[config.mk]
export PLATFORM = sky130hd
export DESIGN_NAME = utf8_entity_decoder
export DESIGN_NICKNAME = d
export VERILOG_FILES = /design/src/uted_pkg.sv /design/src/uted_ctrl.sv /design/src/uted_dp.sv /design/src/utf8_entity_decoder.sv
export SDC_FILE = /design/constraint.sdc
export NUM_CORES = 1
export LEC_CHECK = 0
export BUFFER_PORTS_ARGS = -buffer_cell sky130_fd_sc_hd__buf_2
export CAP_MARGIN = 20
export CORE_MARGIN = 2
export CORE_UTILIZATION = 26
export CTS_CLUSTER_SIZE = 14
export DETAILED_ROUTE_END_ITERATION = 10
export PLACE_DENSITY = 0.41
export SLEW_MARGIN = 20
export SYNTH_ARGS = -nofsm -noshare
export SYNTH_HDL_FRONTEND = slang
export SYNTH_HIERARCHICAL = 1
export SYNTH_SLANG_ARGS = --single-unit
[constraint.sdc]
create_clock -name aclk -period 7.03 [get_ports aclk]
set_input_delay 0.703 -clock aclk [delete_from_list [all_inputs] [get_ports aclk]]
set_output_delay 0.703 -clock aclk [all_outputs]
set_load 0.1 [all_outputs]
[src/uted_pkg.sv]
package uted_pkg;

    localparam int ENTITY_NAME_MAX_DEF = 6;
    localparam int CP_W = 21;
    localparam int OUT_MAX = 8;
    localparam int NAME_LEN_W = 4;
    localparam int ENT_COUNT = 6;

    localparam logic [7:0] CHAR_AMP = 8'h26;
    localparam logic [7:0] CHAR_SEMI = 8'h3B;
    localparam logic [CP_W-1:0] CP_SPACE = 21'h20;
    localparam logic [CP_W-1:0] CP_AMP = 21'h26;

    typedef enum logic [1:0] {
        CASE_NONE,
        CASE_UPPER,
        CASE_LOWER,
        CASE_CAP
    } case_mode_t;

    typedef struct packed {
        logic [7:0] data_byte;
        logic       end_of_string;
    } in_t;

    typedef struct packed {
        logic [CP_W-1:0] code_point;
        logic            string_end;
        logic            run_last;
    } out_t;

    typedef enum logic [1:0] {
        OSEL_NONE,
        OSEL_HELD,
        OSEL_RES
    } out_sel_t;

    typedef struct packed {
        logic     step;
        logic     from_queue;
        out_sel_t out_sel;
        logic     out_run_last;
        logic     held_load;
    } cmd_t;

    typedef struct packed {
        logic emit;
        logic replay;
        logic q_one;
        logic out_free;
    } status_t;

    typedef logic [0:3][7:0] name4_t;

    typedef struct packed {
        logic            hit;
        logic [CP_W-1:0] cp;
    } ent_match_t;

    localparam name4_t ENT_NAME [ENT_COUNT] = '{
        {"n", "b", "s", "p"},
        {"l", "t", 8'h00, 8'h00},
        {"g", "t", 8'h00, 8'h00},
        {"a", "m", "p", 8'h00},
        {"q", "u", "o", "t"},
        {"a", "p", "o", "s"}
    };
    localparam logic [NAME_LEN_W-1:0] ENT_LEN [ENT_COUNT] = '{
        4'd4, 4'd2, 4'd2, 4'd3, 4'd4, 4'd4
    };
    localparam logic [CP_W-1:0] ENT_CP [ENT_COUNT] = '{
        21'd160, 21'd60, 21'd62, 21'd38, 21'd34, 21'd39
    };

    function automatic ent_match_t ent_match(name4_t name, logic [NAME_LEN_W-1:0] len);
        ent_match_t r;
        logic eq;
        r = '0;
        for (int k = ENT_COUNT - 1; k >= 0; k--) begin
            eq = (len == ENT_LEN[k]);
            for (int j = 0; j < 4; j++) begin
                if (NAME_LEN_W'(j) < len && name[j] != ENT_NAME[k][j]) begin
                    eq = 1'b0;
                end
            end
            if (eq) begin
                r.hit = 1'b1;
                r.cp = ENT_CP[k];
            end
        end
        return r;
    endfunction

endpackage

[src/uted_ctrl.sv]
module uted_ctrl (
    input  logic              aclk,
    input  logic              aresetn,
    input  logic              s_valid,
    output logic              s_ready,
    input  uted_pkg::status_t status,
    output uted_pkg::cmd_t    cmd
);
    import uted_pkg::*;

    localparam int CNT_W = $clog2(OUT_MAX + 1);

    typedef enum logic [1:0] {
        ST_IDLE,
        ST_REPLAY,
        ST_FLUSH
    } state_t;

    state_t           state_reg, state_next;
    logic             held_v_reg, held_v_next;
    logic [CNT_W-1:0] cnt_reg, cnt_next;

    always_comb begin
        logic kept;
        logic step_end;
        logic wr_out;
        kept = 1'b0;
        step_end = 1'b0;
        wr_out = 1'b0;
        cmd = '0;
        cmd.out_sel = OSEL_NONE;
        s_ready = 1'b0;
        state_next = state_reg;
        held_v_next = held_v_reg;
        cnt_next = cnt_reg;
        unique case (state_reg)
            ST_IDLE: begin
                s_ready = status.out_free;
                if (s_valid && status.out_free) begin
                    cmd.step = 1'b1;
                    if (status.replay) begin
                        cmd.held_load = 1'b1;
                        held_v_next = 1'b1;
                        cnt_next = CNT_W'(1);
                        state_next = ST_REPLAY;
                    end else if (status.emit) begin
                        cmd.out_sel = OSEL_RES;
                        cmd.out_run_last = 1'b1;
                    end
                end
            end
            ST_REPLAY: begin
                cmd.from_queue = 1'b1;
                kept = status.emit && (cnt_reg < CNT_W'(OUT_MAX));
                step_end = !status.replay && status.q_one;
                wr_out = (kept && held_v_reg) || (step_end && (kept || held_v_reg));
                if (!wr_out || status.out_free) begin
                    cmd.step = 1'b1;
                    if (kept) begin
                        cnt_next = cnt_reg + CNT_W'(1);
                    end
                    if (kept && held_v_reg) begin
                        cmd.out_sel = OSEL_HELD;
                        cmd.held_load = 1'b1;
                        if (step_end) begin
                            state_next = ST_FLUSH;
                        end
                    end else if (kept) begin
                        if (step_end) begin
                            cmd.out_sel = OSEL_RES;
                            cmd.out_run_last = 1'b1;
                            state_next = ST_IDLE;
                        end else begin
                            cmd.held_load = 1'b1;
                            held_v_next = 1'b1;
                        end
                    end else if (step_end) begin
                        if (held_v_reg) begin
                            cmd.out_sel = OSEL_HELD;
                            cmd.out_run_last = 1'b1;
                            held_v_next = 1'b0;
                        end
                        state_next = ST_IDLE;
                    end
                end
            end
            ST_FLUSH: begin
                if (status.out_free) begin
                    cmd.out_sel = OSEL_HELD;
                    cmd.out_run_last = 1'b1;
                    held_v_next = 1'b0;
                    state_next = ST_IDLE;
                end
            end
            default: begin
                state_next = ST_IDLE;
            end
        endcase
    end

    always_ff @(posedge aclk) begin
        if (!aresetn) begin
            state_reg <= ST_IDLE;
            held_v_reg <= 1'b0;
            cnt_reg <= '0;
        end else begin
            state_reg <= state_next;
            held_v_reg <= held_v_next;
            cnt_reg <= cnt_next;
        end
    end

    a_idle_empty: assert property (@(posedge aclk) disable iff (!aresetn)
        state_reg == ST_IDLE |-> !held_v_reg)
        else $error("held result left over in idle");

    a_flush_held: assert property (@(posedge aclk) disable iff (!aresetn)
        state_reg == ST_FLUSH |-> held_v_reg)
        else $error("flush without held result");

    a_cnt_bound: assert property (@(posedge aclk) disable iff (!aresetn)
        cnt_reg <= CNT_W'(OUT_MAX))
        else $error("result count overrun");

endmodule

[src/uted_dp.sv]
module uted_dp #(
    parameter int ENTITY_NAME_MAX = uted_pkg::ENTITY_NAME_MAX_DEF
) (
    input  logic              aclk,
    input  logic              aresetn,
    input  uted_pkg::in_t     s_data,
    output logic              m_valid,
    input  logic              m_ready,
    output uted_pkg::out_t    m_data,
    input  logic              cfg_valid,
    input  logic [1:0]        cfg_data,
    input  uted_pkg::cmd_t    cmd,
    output uted_pkg::status_t status
);
    import uted_pkg::*;

    localparam int Q = ENTITY_NAME_MAX + 1;
    localparam int IDX_W = $clog2(Q);
    localparam int QN_W = $clog2(Q + 1);

    typedef enum logic [1:0] {
        PH_IDLE,
        PH_UTF8,
        PH_ENTITY
    } phase_t;

    case_mode_t       case_mode_reg;
    phase_t           phase_reg, phase_next;
    logic [CP_W-1:0]  part_reg, part_next;
    logic [1:0]       rem_reg, rem_next;
    logic [IDX_W-1:0] len_reg, len_next;
    logic             at_start_reg, at_start_next;
    logic [7:0]       buf_reg [Q];
    logic [7:0]       q_reg [Q];
    logic [7:0]       q_next [Q];
    logic [QN_W-1:0]  qn_reg, qn_next;
    logic             q_last_reg;
    logic [CP_W-1:0]  held_cp_reg;
    logic             held_last_reg;
    logic             m_valid_reg;
    out_t             m_data_reg;

    logic [7:0]       b;
    logic             last;
    logic             em, em_last, rp, buf_we;
    logic [CP_W-1:0]  em_cp, res_cp;
    logic [1:0]       rem_dec;
    ent_match_t       mt;

    assign b = cmd.from_queue ? q_reg[0] : s_data.data_byte;
    assign last = cmd.from_queue ? (qn_reg == QN_W'(1)) && q_last_reg : s_data.end_of_string;
    assign rem_dec = (rem_reg != 2'd0) ? rem_reg - 2'd1 : 2'd0;
    assign mt = ent_match({buf_reg[0], buf_reg[1], buf_reg[2], buf_reg[3]},
                          NAME_LEN_W'(len_reg));

    always_comb begin
        logic up;
        em = 1'b0;
        em_cp = '0;
        em_last = 1'b0;
        rp = 1'b0;
        buf_we = 1'b0;
        phase_next = phase_reg;
        part_next = part_reg;
        rem_next = rem_reg;
        len_next = len_reg;
        unique case (phase_reg)
            PH_ENTITY: begin
                if (b == CHAR_SEMI) begin
                    if (mt.hit) begin
                        em = 1'b1;
                        em_cp = mt.cp;
                        em_last = last;
                        phase_next = PH_IDLE;
                        len_next = '0;
                    end else begin
                        rp = 1'b1;
                    end
                end else if (len_reg >= IDX_W'(ENTITY_NAME_MAX) || last) begin
                    rp = 1'b1;
                end else begin
                    buf_we = 1'b1;
                    len_next = len_reg + IDX_W'(1);
                end
            end
            PH_UTF8: begin
                part_next = {part_reg[CP_W-7:0], b[5:0]};
                rem_next = rem_dec;
                if (rem_dec == 2'd0) begin
                    phase_next = PH_IDLE;
                    em = 1'b1;
                    em_cp = {part_reg[CP_W-7:0], b[5:0]};
                    em_last = last;
                end else if (last) begin
                    em = 1'b1;
                    em_cp = CP_SPACE;
                    em_last = 1'b1;
                end
            end
            PH_IDLE: begin
                if (b == CHAR_AMP) begin
                    if (last) begin
                        em = 1'b1;
                        em_cp = CP_AMP;
                        em_last = 1'b1;
                    end else begin
                        phase_next = PH_ENTITY;
                        len_next = '0;
                    end
                end else if (!b[7]) begin
                    em = 1'b1;
                    em_cp = CP_W'(b);
                    em_last = last;
                end else if (b[7:5] == 3'b110 || b[7:4] == 4'b1110 || b[7:3] == 5'b11110) begin
                    if (b[7:5] == 3'b110) begin
                        part_next = CP_W'(b[4:0]);
                        rem_next = 2'd1;
                    end else if (b[7:4] == 4'b1110) begin
                        part_next = CP_W'(b[3:0]);
                        rem_next = 2'd2;
                    end else begin
                        part_next = CP_W'(b[2:0]);
                        rem_next = 2'd3;
                    end
                    if (last) begin
                        em = 1'b1;
                        em_cp = CP_SPACE;
                        em_last = 1'b1;
                    end else begin
                        phase_next = PH_UTF8;
                    end
                end else begin
                    em = 1'b1;
                    em_cp = CP_SPACE;
                    em_last = last;
                end
            end
            default: begin
                phase_next = PH_IDLE;
            end
        endcase
        if (rp) begin
            em = 1'b1;
            em_cp = CP_AMP;
            em_last = 1'b0;
            phase_next = PH_IDLE;
            len_next = '0;
        end
        at_start_next = at_start_reg;
        if (em) begin
            at_start_next = 1'b0;
        end
        if (em && em_last) begin
            phase_next = PH_IDLE;
            part_next = '0;
            rem_next = 2'd0;
            len_next = '0;
            at_start_next = 1'b1;
        end
        up = (case_mode_reg == CASE_UPPER) || (case_mode_reg == CASE_CAP && at_start_reg);
        res_cp = em_cp;
        if (up && em_cp >= CP_W'(8'h61) && em_cp <= CP_W'(8'h7A)) begin
            res_cp = em_cp - CP_W'(32);
        end else if (case_mode_reg == CASE_LOWER && em_cp >= CP_W'(8'h41)
                     && em_cp <= CP_W'(8'h5A)) begin
            res_cp = em_cp + CP_W'(32);
        end
    end

    always_comb begin
        int src;
        src = 0;
        for (int i = 0; i < Q; i++) begin
            q_next[i] = q_reg[i];
        end
        qn_next = qn_reg;
        if (rp) begin
            for (int i = 0; i < Q; i++) begin
                src = i - int'(len_reg);
                if (i < int'(len_reg)) begin
                    q_next[i] = buf_reg[i];
                end else if (i == int'(len_reg)) begin
                    q_next[i] = b;
                end else if (src < Q) begin
                    q_next[i] = q_reg[IDX_W'(src)];
                end
            end
            qn_next = cmd.from_queue ? QN_W'(len_reg) + qn_reg
                                     : QN_W'(len_reg) + QN_W'(1);
        end else if (cmd.from_queue) begin
            for (int i = 0; i < Q - 1; i++) begin
                q_next[i] = q_reg[i + 1];
            end
            qn_next = qn_reg - QN_W'(1);
        end
    end

    assign status.emit = em;
    assign status.replay = rp;
    assign status.q_one = (qn_reg == QN_W'(1));
    assign status.out_free = !m_valid_reg || m_ready;

    always_ff @(posedge aclk) begin
        if (!aresetn) begin
            case_mode_reg <= CASE_NONE;
            phase_reg <= PH_IDLE;
            part_reg <= '0;
            rem_reg <= 2'd0;
            len_reg <= '0;
            at_start_reg <= 1'b1;
            qn_reg <= '0;
            m_valid_reg <= 1'b0;
        end else begin
            if (cfg_valid) begin
                case_mode_reg <= case_mode_t'(cfg_data);
            end
            if (cmd.step) begin
                phase_reg <= phase_next;
                part_reg <= part_next;
                rem_reg <= rem_next;
                len_reg <= len_next;
                at_start_reg <= at_start_next;
                qn_reg <= qn_next;
            end
            if (cmd.out_sel != OSEL_NONE) begin
                m_valid_reg <= 1'b1;
            end else if (m_ready) begin
                m_valid_reg <= 1'b0;
            end
        end
    end

    always_ff @(posedge aclk) begin
        if (cmd.step) begin
            for (int i = 0; i < Q; i++) begin
                q_reg[i] <= q_next[i];
            end
            if (!cmd.from_queue) begin
                q_last_reg <= s_data.end_of_string;
            end
            if (buf_we) begin
                buf_reg[len_reg] <= b;
            end
        end
        if (cmd.held_load) begin
            held_cp_reg <= res_cp;
            held_last_reg <= em_last;
        end
        case (cmd.out_sel)
            OSEL_HELD: begin
                m_data_reg <= '{code_point: held_cp_reg, string_end: held_last_reg,
                                run_last: cmd.out_run_last};
            end
            OSEL_RES: begin
                m_data_reg <= '{code_point: res_cp, string_end: em_last,
                                run_last: cmd.out_run_last};
            end
            default: begin
            end
        endcase
    end

    assign m_valid = m_valid_reg;
    assign m_data = m_data_reg;

    a_end_resets: assert property (@(posedge aclk) disable iff (!aresetn)
        cmd.step && em && em_last |=> phase_reg == PH_IDLE && len_reg == '0 && at_start_reg)
        else $error("decoder not idle after string end");

    a_queue_bound: assert property (@(posedge aclk) disable iff (!aresetn)
        qn_reg <= QN_W'(Q))
        else $error("replay queue overflow");

endmodule

[src/utf8_entity_decoder.sv]
// UTF-8 to code point decoder with HTML entity handling.
// Input channel s_valid/s_ready/s_data carries one byte per request with an
// end-of-string flag. Output channel m_valid/m_ready/m_data carries decoded
// code points with string_end and run_last (last result of the input byte).
// cfg_valid/cfg_ready/cfg_data writes the case mode; always ready.
// Throughput: one byte per cycle for plain text and UTF-8 while the output is
// free; the input is taken in the same cycle it is decoded, result registered.
// A byte that ends an unknown or unterminated entity starts a replay: the
// '&' is sent and the held name bytes plus that byte (up to ENTITY_NAME_MAX+1)
// are re-decoded one per cycle from a small replay queue while the output is
// free; the replay runs on when a replayed byte opens another bad entity, and
// a flush step follows when the final result sits in the hold register.
// During a replay each result is held back in the hold register so run_last is known.
// Reset: decoder idle, case mode none, at start of string, output empty.
// When m_ready is low the output register holds; input is refused and the
// replay sequencer stalls until the output can take a new result.
module utf8_entity_decoder #(
    parameter int ENTITY_NAME_MAX = uted_pkg::ENTITY_NAME_MAX_DEF
) (
    input  logic           aclk,
    input  logic           aresetn,
    input  logic           s_valid,
    output logic           s_ready,
    input  uted_pkg::in_t  s_data,
    output logic           m_valid,
    input  logic           m_ready,
    output uted_pkg::out_t m_data,
    input  logic           cfg_valid,
    output logic           cfg_ready,
    input  logic [1:0]     cfg_data
);
    import uted_pkg::*;

    cmd_t    cmd;
    status_t status;

    assign cfg_ready = 1'b1;

    uted_ctrl u_ctrl (
        .aclk    (aclk),
        .aresetn (aresetn),
        .s_valid (s_valid),
        .s_ready (s_ready),
        .status  (status),
        .cmd     (cmd)
    );

    uted_dp #(
        .ENTITY_NAME_MAX (ENTITY_NAME_MAX)
    ) u_dp (
        .aclk      (aclk),
        .aresetn   (aresetn),
        .s_data    (s_data),
        .m_valid   (m_valid),
        .m_ready   (m_ready),
        .m_data    (m_data),
        .cfg_valid (cfg_valid),
        .cfg_data  (cfg_data),
        .cmd       (cmd),
        .status    (status)
    );

endmodule

; ---- Word-level counts from Yosys, hierarchy flattened
; Memory sizes are Yosys's and may differ from the RTL's.
; Cells that the tools add are included.
[word_totals]
regBits = 82
latchBits = 0
ram_bits = 112
mem_bits_ro = 0
inputBits = 16
output_inout_bits = 26
elab_cells = 368
memories = 2
[op_classes]
add_sub_neg = 14
multipliers = 0
div = 0
order_cmp = 24
n_eq_ne = 61
shifts = 0
mux = 183
bitwise_logic = 1
n_reduce_logical = 66
[mem_list]
columns = memory, depth, width, rd, rd_ports_with_merged_regs, write_ports, line
row1 = u_dp.buf_reg, 7, 8, 7, 0, 1, uted_dp.sv:33  ; logic [7:0] buf_reg [Q];
row2 = u_dp.q_reg, 7, 8, 14, 0, 7, uted_dp.sv:34  ; logic [7:0] q_reg [Q];
[op_table]
columns = cell, n
row1 = $lt 32x4->1 const B, 7
row2 = $mux 8, 23
row3 = $mux 21, 8
row4 = $mux 22, 6
row5 = $ne 8x7->1 const B, 16
row6 = $mux 48, 2
row7 = $mux 1, 74
row8 = $pmux 21 s3, 1
row9 = $mux 15, 4
row10 = $mux 2, 26
row11 = $pmux 23 s2, 1
row12 = $mux 3, 15
row13 = $ge 21x7->1 const B, 2
row14 = $le 21x7->1 const B, 2
row15 = $logic_and 1x1->1, 30
row16 = $pmux 15 s2, 1
row17 = $mux 4, 7
row18 = $add 21x6->21 const B, 1
row19 = $sub 21x6->21 const B, 1
row20 = $mux 6, 3
row21 = $eq 8x6->1 const B, 2
row22 = $ne 4x1->1 const B, 4
row23 = $reduce_bool 8->1, 2
row24 = $reduce_and 5->1, 3
row25 = 49 further kinds, 108

; ---- Logic depth before layout (Yosys ltp)
; Gate-level depths: netlist of the first run.
; An unclocked memory read counts as a cell.
[logic_depth]
ltp_word = 27
mapped_depth = 29

; ---- Modules after synthesis
; Netlist of the first run, hierarchy kept.
[by_module_without_submodules]
columns = mod, instances, cells_each, area_each_um2
row1 = uted_dp, 1, 1128, 11603.6
row2 = uted_ctrl, 1, 69, 548.0
row3 = utf8_entity_decoder, 1, 2, 11.3

; ---- Worst setup path after synthesis of the first run
; No wires, ideal clock.
[synth_timing]
path_type = reg-to-reg
start = register u_dp.len_reg[0]
end = memory u_dp.buf_reg[5][0], enable pin
setup_time_ns = 0.370
arrival_time_ns = 5.996
slack_ns = 0.664
path_stages_with_launch = 26
n_path_buf = 10
path_cell_list = dfxtp_1 clkbuf_1 clkbuf_1 clkbuf_1 clkbuf_1 inv_1 ha_1 ha_1 clkbuf_1 a31oi_1 nor4_1 a2bb2oi_1 a31oi_1 or2_2 clkbuf_1 buf_2 inv_1 buf_1 buf_4 nor2b_1 o21ai_0 nand3_1 a21oi_1 clkbuf_1 nand3_1 nor2_1
[synth_lines]
columns = element, line
row1 = from (decl), uted_dp.sv:31  ; logic [IDX_W-1:0] len_reg, len_next;
row2 = from (signal assigned), uted_dp.sv:221  ; len_reg <= len_next;
row3 = to (decl), uted_dp.sv:33

==> results.cfg, run 1 <==
[floorplan]
die_h_microns = 220
initial_core_util_pct = 26.2
coreArea_sq_um = 46400
fp.dieArea_sq_um = 48500
rows = 79
die_w_microns = 220
num_io_pins = 42

[synth]
synth_cell_types = 89
syn_inst = 1199
synth_flop_cell = edfxtp_1
ys_seq_elements = 194
async_flop_share_pct = 0
ys.warnings.count = 6
synth_nets = 1244
synth_seq_area_share_pct = 44.9
synth_edf_count = 158
synthesis.area_sq_um = 12200
syn_avg_cell_area_sq_um = 10.1

[clock_tree]
postCtsSetupBuffers = 0
clockBufferDepth = 2
cts_made_buffers = 17
cts_root_buf = clkbuf_16
cts_resized = 0
clock-sinks = 194
clk_latency_ps = 470
path_clk_slew_ps = 70
hold_buffers = 0
htreeDepth = 4
cts_tree = built

[placement]
place_congestion = 0.909
post-dp-hpwl_microns = 27800
dp_cells = 1784
io_buffers = 40
placed_area_sq_um = 13000

[route]
dr.pass1.iters = 5
drc = 0
drt.antenna.violating_nets = 0
drt_iter0_markers = 956
vias_per_cell = 5.15
wl_met3_microns = 1940
wl_met2_microns = 18200
routedWlPerCell_microns = 21.5
drt-met1-wl_microns = 18500
vias = 9350
top_layer = met4
drt_wl_total_microns = 39100

[timing]
rsz0062_at_grt = no
report.final.slew_viol_count = 0
hold_violations = 0
fmax_ghz = 0.179
relSlewSlack_pct = 26.9
setup_tns_ps = 0
fin_crit_ps = 5600
fin_hold_ws_ps = 473
tightest_slew_ps = 1080
finClkSkew_ps = 16.8
finalCritPeriodShare_pct = 79.7
finalSetupViolations = 0

[critical_path]
path_class = register to register
worst_setup_path_end_kind = register
cp.arrival_ps = 5800
path_max_fanout = 34
critical_path.startpoint = u_ctrl/state_reg[0]
critPathLaunchType = register
reg2reg_from = u_ctrl/state_reg[0]
cp.required_ps = 7230

[run]
maxCapViolCount = 0

[global_routing]
grt_use_total_pct = 16.5
grt_pass1_vias = 8929
grt_max_degree = 104
overflow = 0
grt_pass1_wl_microns = 58600
antenna_found_initial = 1

[hold_path]
worstHoldPathType = register to register
holdCritStartpoint = u_dp/at_start_reg

[cells_and_area]
layout.nets = 1241
fin_area_sq_um = 13500
final_common_cell = edfxtp_1
fin_cells = 1816
syn_to_final_growth_pct = 11.3
n_antenna_cell = 0
mostFrequentLayoutCells = edfxtp_1, nand2_1, nor2_1
final_layout_size_suffix_gt1_share_pct = 15.3

[run_status]
outcome = complete, no violations

[pwr]
powerDensity_nw_per_um2 = 184
p_leak_nw = 4.75
irDropWorstVdd_mv = 0.137
finalPower_mw = 2.48
metal layers:
layer,global-route usage (%),vias to the layer above
li1,-,4500
met1,23.1,4565
met2,26.2,259
met3,3.05,26
met4,4.16,0
met5,0,-
synth_stat cells, types with 4 or more instances:
cell type / n / area [sq um]
a211o_1: 4 / 35.0
a211oi_1: 12 / 90.1
a21boi_0: 12 / 90.1
a21oi_1: 89 / 445
a22oi_1: 5 / 37.5
a2bb2oi_1: 4 / 35.0
a31oi_1: 31 / 194
a41oi_1: 10 / 87.6
and2_1: 11 / 68.8
and3_1: 13 / 81.3
and4b_1: 4 / 40.0
buf_1: 15 / 56.3
buf_2: 6 / 30.0
buf_4: 4 / 30.0
clkbuf_1: 60 / 225
dfxtp_1: 36 / 721
edfxtp_1: 158 / 4740
ha_1: 28 / 350
inv_1: 30 / 113
mux2_2: 24 / 270
mux2i_1: 77 / 771
mux4_2: 39 / 878
nand2_1: 141 / 529
nand2b_1: 8 / 50.1
nand3_1: 30 / 150
nand3b_1: 5 / 37.5
nor2_1: 114 / 428
nor2b_1: 20 / 125
nor3_1: 9 / 45.0
nor3b_1: 4 / 30.0
nor4_1: 10 / 62.6
o211ai_1: 6 / 45.0
o21a_1: 6 / 45.0
o21ai_0: 81 / 405
o21bai_1: 5 / 37.5
o22ai_1: 4 / 25.0
o31ai_1: 5 / 37.5
or3_1: 4 / 25.0
critical path: stages (launching register included):
cell      delay, ps
dfxtp_1         520
nand2b_4        120
inv_4           310
mux2i_1         700
clkinv_1        690
o21ai_0         350
o311ai_0        270
nor2b_1         490
inv_1           170
ha_1            310
or4bb_1         530
o32ai_1         130
o22a_1          220
o311ai_2        200
mux2i_1         200
o211ai_1        100
per-stage QoR:
step                util, %  setup WS [ps]
global placement       28.0           1460
detailed placement     28.0           1570
global route           29.2            972
CTS                    29.2           1540
finish                 29.2           1430
floorplan                 -            664
final timing paths:
check                      endpoint  slack [ps]  cells past startpoint
setup reg to reg     u_dp/m_data[8]        1430                     15
setup / recovery     u_dp/m_data[8]        1430                     15
hold reg to reg   u_dp/at_start_reg         470                      2
hold / removal    u_dp/at_start_reg         470                      2
kinds of logic (layout without fill, tap and decap cells):
kind of cell    after synthesis  count (layout)  share of synthesized area (%)
fa+ha+maj                    29              29                           3.04
simple gates                402             402                           15.9
flops                       194             194                           44.9
xor+xnor                      3               3                          0.216
other cells                   1               1                         0.0308
mux                         140             140                           15.8
compound gates              309             309                           16.1
buf+inv                     121             131                           4.06
power by group:
part | switching (mW) | leakage [nW] | internal [mW]
Combinational | 0.183 | 2.75 | 0.0488
Sequential | 0.00652 | 1.73 | 1.25
Clock | 0.495 | 0.277 | 0.499
Total | 0.685 | 4.75 | 1.80
final cells by class:
| cell class | instances | area [sq um] |
|---|---|---|
| inverters | 34 | 130 |
| clock buffers | 17 | 425 |
| well taps | 607 | 759 |
| flip-flops and latches | 194 | 5470 |
| clock inverters | 15 | 146 |
| repair buffers | 65 | 388 |
| fillers | 4854 | 32800 |
| multi-input cells | 884 | 6220 |
(Power assumes the default switching activity.)
==> run 2: changes to the inputs <==
--- a/config.mk
+++ b/config.mk
@@ -5,13 +5,14 @@
 export SDC_FILE = /design/constraint.sdc
 export NUM_CORES = 1
 export LEC_CHECK = 0
+export ABC_AREA = 1
 export BUFFER_PORTS_ARGS = -buffer_cell sky130_fd_sc_hd__buf_2
 export CAP_MARGIN = 20
 export CORE_MARGIN = 2
 export CORE_UTILIZATION = 26
 export CTS_CLUSTER_SIZE = 14
 export DETAILED_ROUTE_END_ITERATION = 10
-export PLACE_DENSITY = 0.41
+export PLACE_DENSITY = 0.42
 export SLEW_MARGIN = 20
 export SYNTH_ARGS = -nofsm -noshare
 export SYNTH_HDL_FRONTEND = slang
==> constraint.sdc (replaced) <==
create_clock -name aclk -period 4.8 [get_ports aclk]
set_input_delay 0.48 -clock aclk [delete_from_list [all_inputs] [get_ports aclk]]
set_output_delay 0.48 -clock aclk [all_outputs]
set_load 0.1 [all_outputs]
==> run 2 against run 1 <==
Clock-buffer cell count stayed put. Non-clock buffer count rose by 22. Core utilization up 0.76 points. Area after synthesis is 0.82% lower. Sequential share of layout area decreased by 0.38 points. Cell count up 19%. Largest power group is now combinational cells. Highest routed layer unchanged. First-iteration DRC count is 16% higher. Synthesized cell count increased by 27%. Maximum frequency is 26% higher.
==> results.cfg, run 2 <==
[run_status]
outcome = complete, no violations

[clock_tree]
clockBufferDepth = 2
clk_latency_ps = 500
clock-sinks = 194
cts_made_buffers = 17
htreeDepth = 4
cts_tree = built
path_clk_slew_ps = 90
cts_root_buf = clkbuf_16

[critical_path]
path_max_fanout = 11
reg2reg_to = u_dp/q_reg[0][1]
worstRegToRegCells = 24
reg2reg_from = u_ctrl/state_reg[0]
path_class = register to register
cp.arrival_ps = 4650
cp.required_ps = 5010
critical_path.startpoint = u_ctrl/state_reg[0]
rrSetupSlack_ps = 360
critPathCapture = u_dp/q_reg[0][1]
critPathLaunchType = register
worst_setup_path_end_kind = register

[route]
drt_iter0_markers = 1106
drt.antenna.violating_nets = 0
dr.pass1.iters = 6
drt_wl_total_microns = 46000
vias = 10900
vias_per_cell = 5.05
drc = 0
routedWlPerCell_microns = 21.2

[placement]
io_buffers = 40
dp_slack_ps = 301
place_congestion = 0.887
post-dp-hpwl_microns = 34300

[pwr]
powerDensity_nw_per_um2 = 452
power_frac_comb_pct = 41.7
p_leak_nw = 5.32
p_clk_share_pct = 24.2
pwr-share-seq_pct = 34.2
switching_share_pct = 45.6
p_int_mw = 3.36
irDropWorstVdd_mv = 0.405
netSwitchingPower_mw = 2.81

[timing]
finalSetupViolations = 0
fin_crit_ps = 4440
fmax_ghz = 0.225
finalCritPeriodShare_pct = 92.6
fin_hold_ws_ps = 184
report.final.slew_viol_count = 0
relSlewSlack_pct = 37.7
finClkSkew_ps = 16.4
worst_slack_ps = 357
rsz0062_at_grt = no
tightest_slew_ps = 924
hold_violations = 0

[hold_path]
worstHoldPathType = input pin to register

[synth]
async_flop_share_pct = 0
syn_avg_cell_area_sq_um = 7.94
syn_inst = 1520
synth_cell_types = 57
synthesis.area_sq_um = 12100
synth_edf_count = 158
synth_nets = 1565
synth-xor-area-share_pct = 0.218
synth-simple-area-share_pct = 21.2
synth_seq_area_share_pct = 45.3
synth_flop_cell = edfxtp_1
synthAdderAreaFrac_pct = 3.07
synth_most_common_cell = nand2_1
synth.area.top_cells = edfxtp_1, nand2_1, o21ai_0, dfxtp_1, inv_1
synthTopCellsByCount = nand2_1, o21ai_0, inv_1
synth_compound_area_share_pct = 21.6
ys.warnings.count = 6
ys_seq_elements = 194
synth_top_area_share_pct = 39.3
synth_top_family_by_area = compound AO/OA/AOI/OAI gates
yosys-mux-area-fraction_pct = 0
yosysTopAreaCell = edfxtp_1

[cells_and_area]
layout.nets = 1596
mostFrequentLayoutCells = nand2_1, o21ai_0, inv_1
syn_to_final_growth_pct = 13.2
multi_input_area_sq_um = 5580
final_layout_size_suffix_gt1_share_pct = 12.4
n_antenna_cell = 0
ff_latch_area_sq_um = 5470
final_common_cell = nand2_1
n_fill_cell = 4873

[global_routing]
grt_pass1_wl_microns = 68000
antenna_found_initial = 0
grt_use_total_pct = 19.5
grt_max_degree = 88
overflow = 0
grt_pass1_vias = 10300

[floorplan]
rows = 78
initial_core_util_pct = 26.5
num_io_pins = 42
fp.dieArea_sq_um = 48100
die_w_microns = 219
die_h_microns = 219
coreArea_sq_um = 45600

[run]
maxCapViolCount = 0
## run 2: layout make-up
type | instances | share of cell area (%)
clock buffer | 17 | 3.12
clock inverter | 15 | 1.30
inverter | 184 | 5.08
multi-input combinational | 1067 | 40.9
sequential | 194 | 40.0
tap | 600 | 5.50
timing repair buffer | 87 | 4.10
## run 2: cells by family (layout without fill, tap and decap cells)
family | Yosys count | in the layout
buffers and inverters | 259 | 303
XOR/XNOR | 3 | 3
adder cells (fa/ha/maj) | 29 | 29
AO/OA/AOI/OAI | 445 | 445
other | 1 | 1
flip-flops | 194 | 194
AND/OR/NAND/NOR | 589 | 589
## run 2: per-stage QoR
stage                     total power [mW]  util (%)  TNS (ps)  instances  area (sq um)
after global placement                4.69      28.5         0       2128         13000
after CTS                             6.18      29.9         0       2160         13600
after floorplan                       3.95         -     -55.4       1520         12100
after detailed placement              4.67      28.5         0       2128         13000
after global routing                  6.50      30.0         0       2164         13700
final                                 6.17      30.0         0       2164         13700
## run 2: how the worst min path moves through the flow
stage | start | endpoint | cells past startpoint
after global placement | u_dp/part_reg[13] | u_dp/part_reg[13] | 2
after floorplan | u_dp/part_reg[13] | u_dp/part_reg[13] | 2
after detailed placement | u_dp/part_reg[13] | u_dp/part_reg[13] | 2
after global routing | s_data[0] | u_dp/q_last_reg | 1
final | s_data[0] | u_dp/q_last_reg | 1
after CTS | s_data[0] | u_dp/q_last_reg | 1
## run 2: power groups by stage
stage	Combinational, mW	Sequential, mW	Clock, mW
5_1_grt	2.79	2.13	1.58
3_5_place_dp	2.52	2.15	0
4_1_cts	2.53	2.11	1.54
2_1_floorplan	1.40	2.55	0
3_3_place_gp	2.54	2.15	0
6_report	2.57	2.11	1.49
## run 2: repair_timing
item / CTS / global route
hold buffers: 0 / 0
setup endpoints to repair: 0 / 51
hold endpoints to repair: 0 / 0
gates resized for setup: 0 / 4
buffers inserted: 0 / 3
## run 2: layer usage
layer,vias to the layer above,track usage (%),part of all wire (%)
met1,5230,26.5,46
met2,344,29.7,44
met5,-,0,0
met3,70,3.05,5.6
li1,5288,-,-
met4,0,10.5,4.5
## run 2: worst max-delay path, cell delays in order (launching register included)
cell and delay [ps]:
dfxtp_1 410, inv_1 110, nor2_4 280, inv_4 140, nand2_1 100, nand2_2 70
inv_2 230, nand2_1 170, nor2_1 130, nand2_1 100, nand2_1 120, o22ai_1 100
a21oi_1 180, nand3_1 190, nand2_1 140, nand2_1 60, nand2_1 80, nand2_1 100
nand2_1 100, nand2_1 100, o21ai_1 250, o21ai_2 200, buf_4 240, a41oi_1 280
buf_4 250
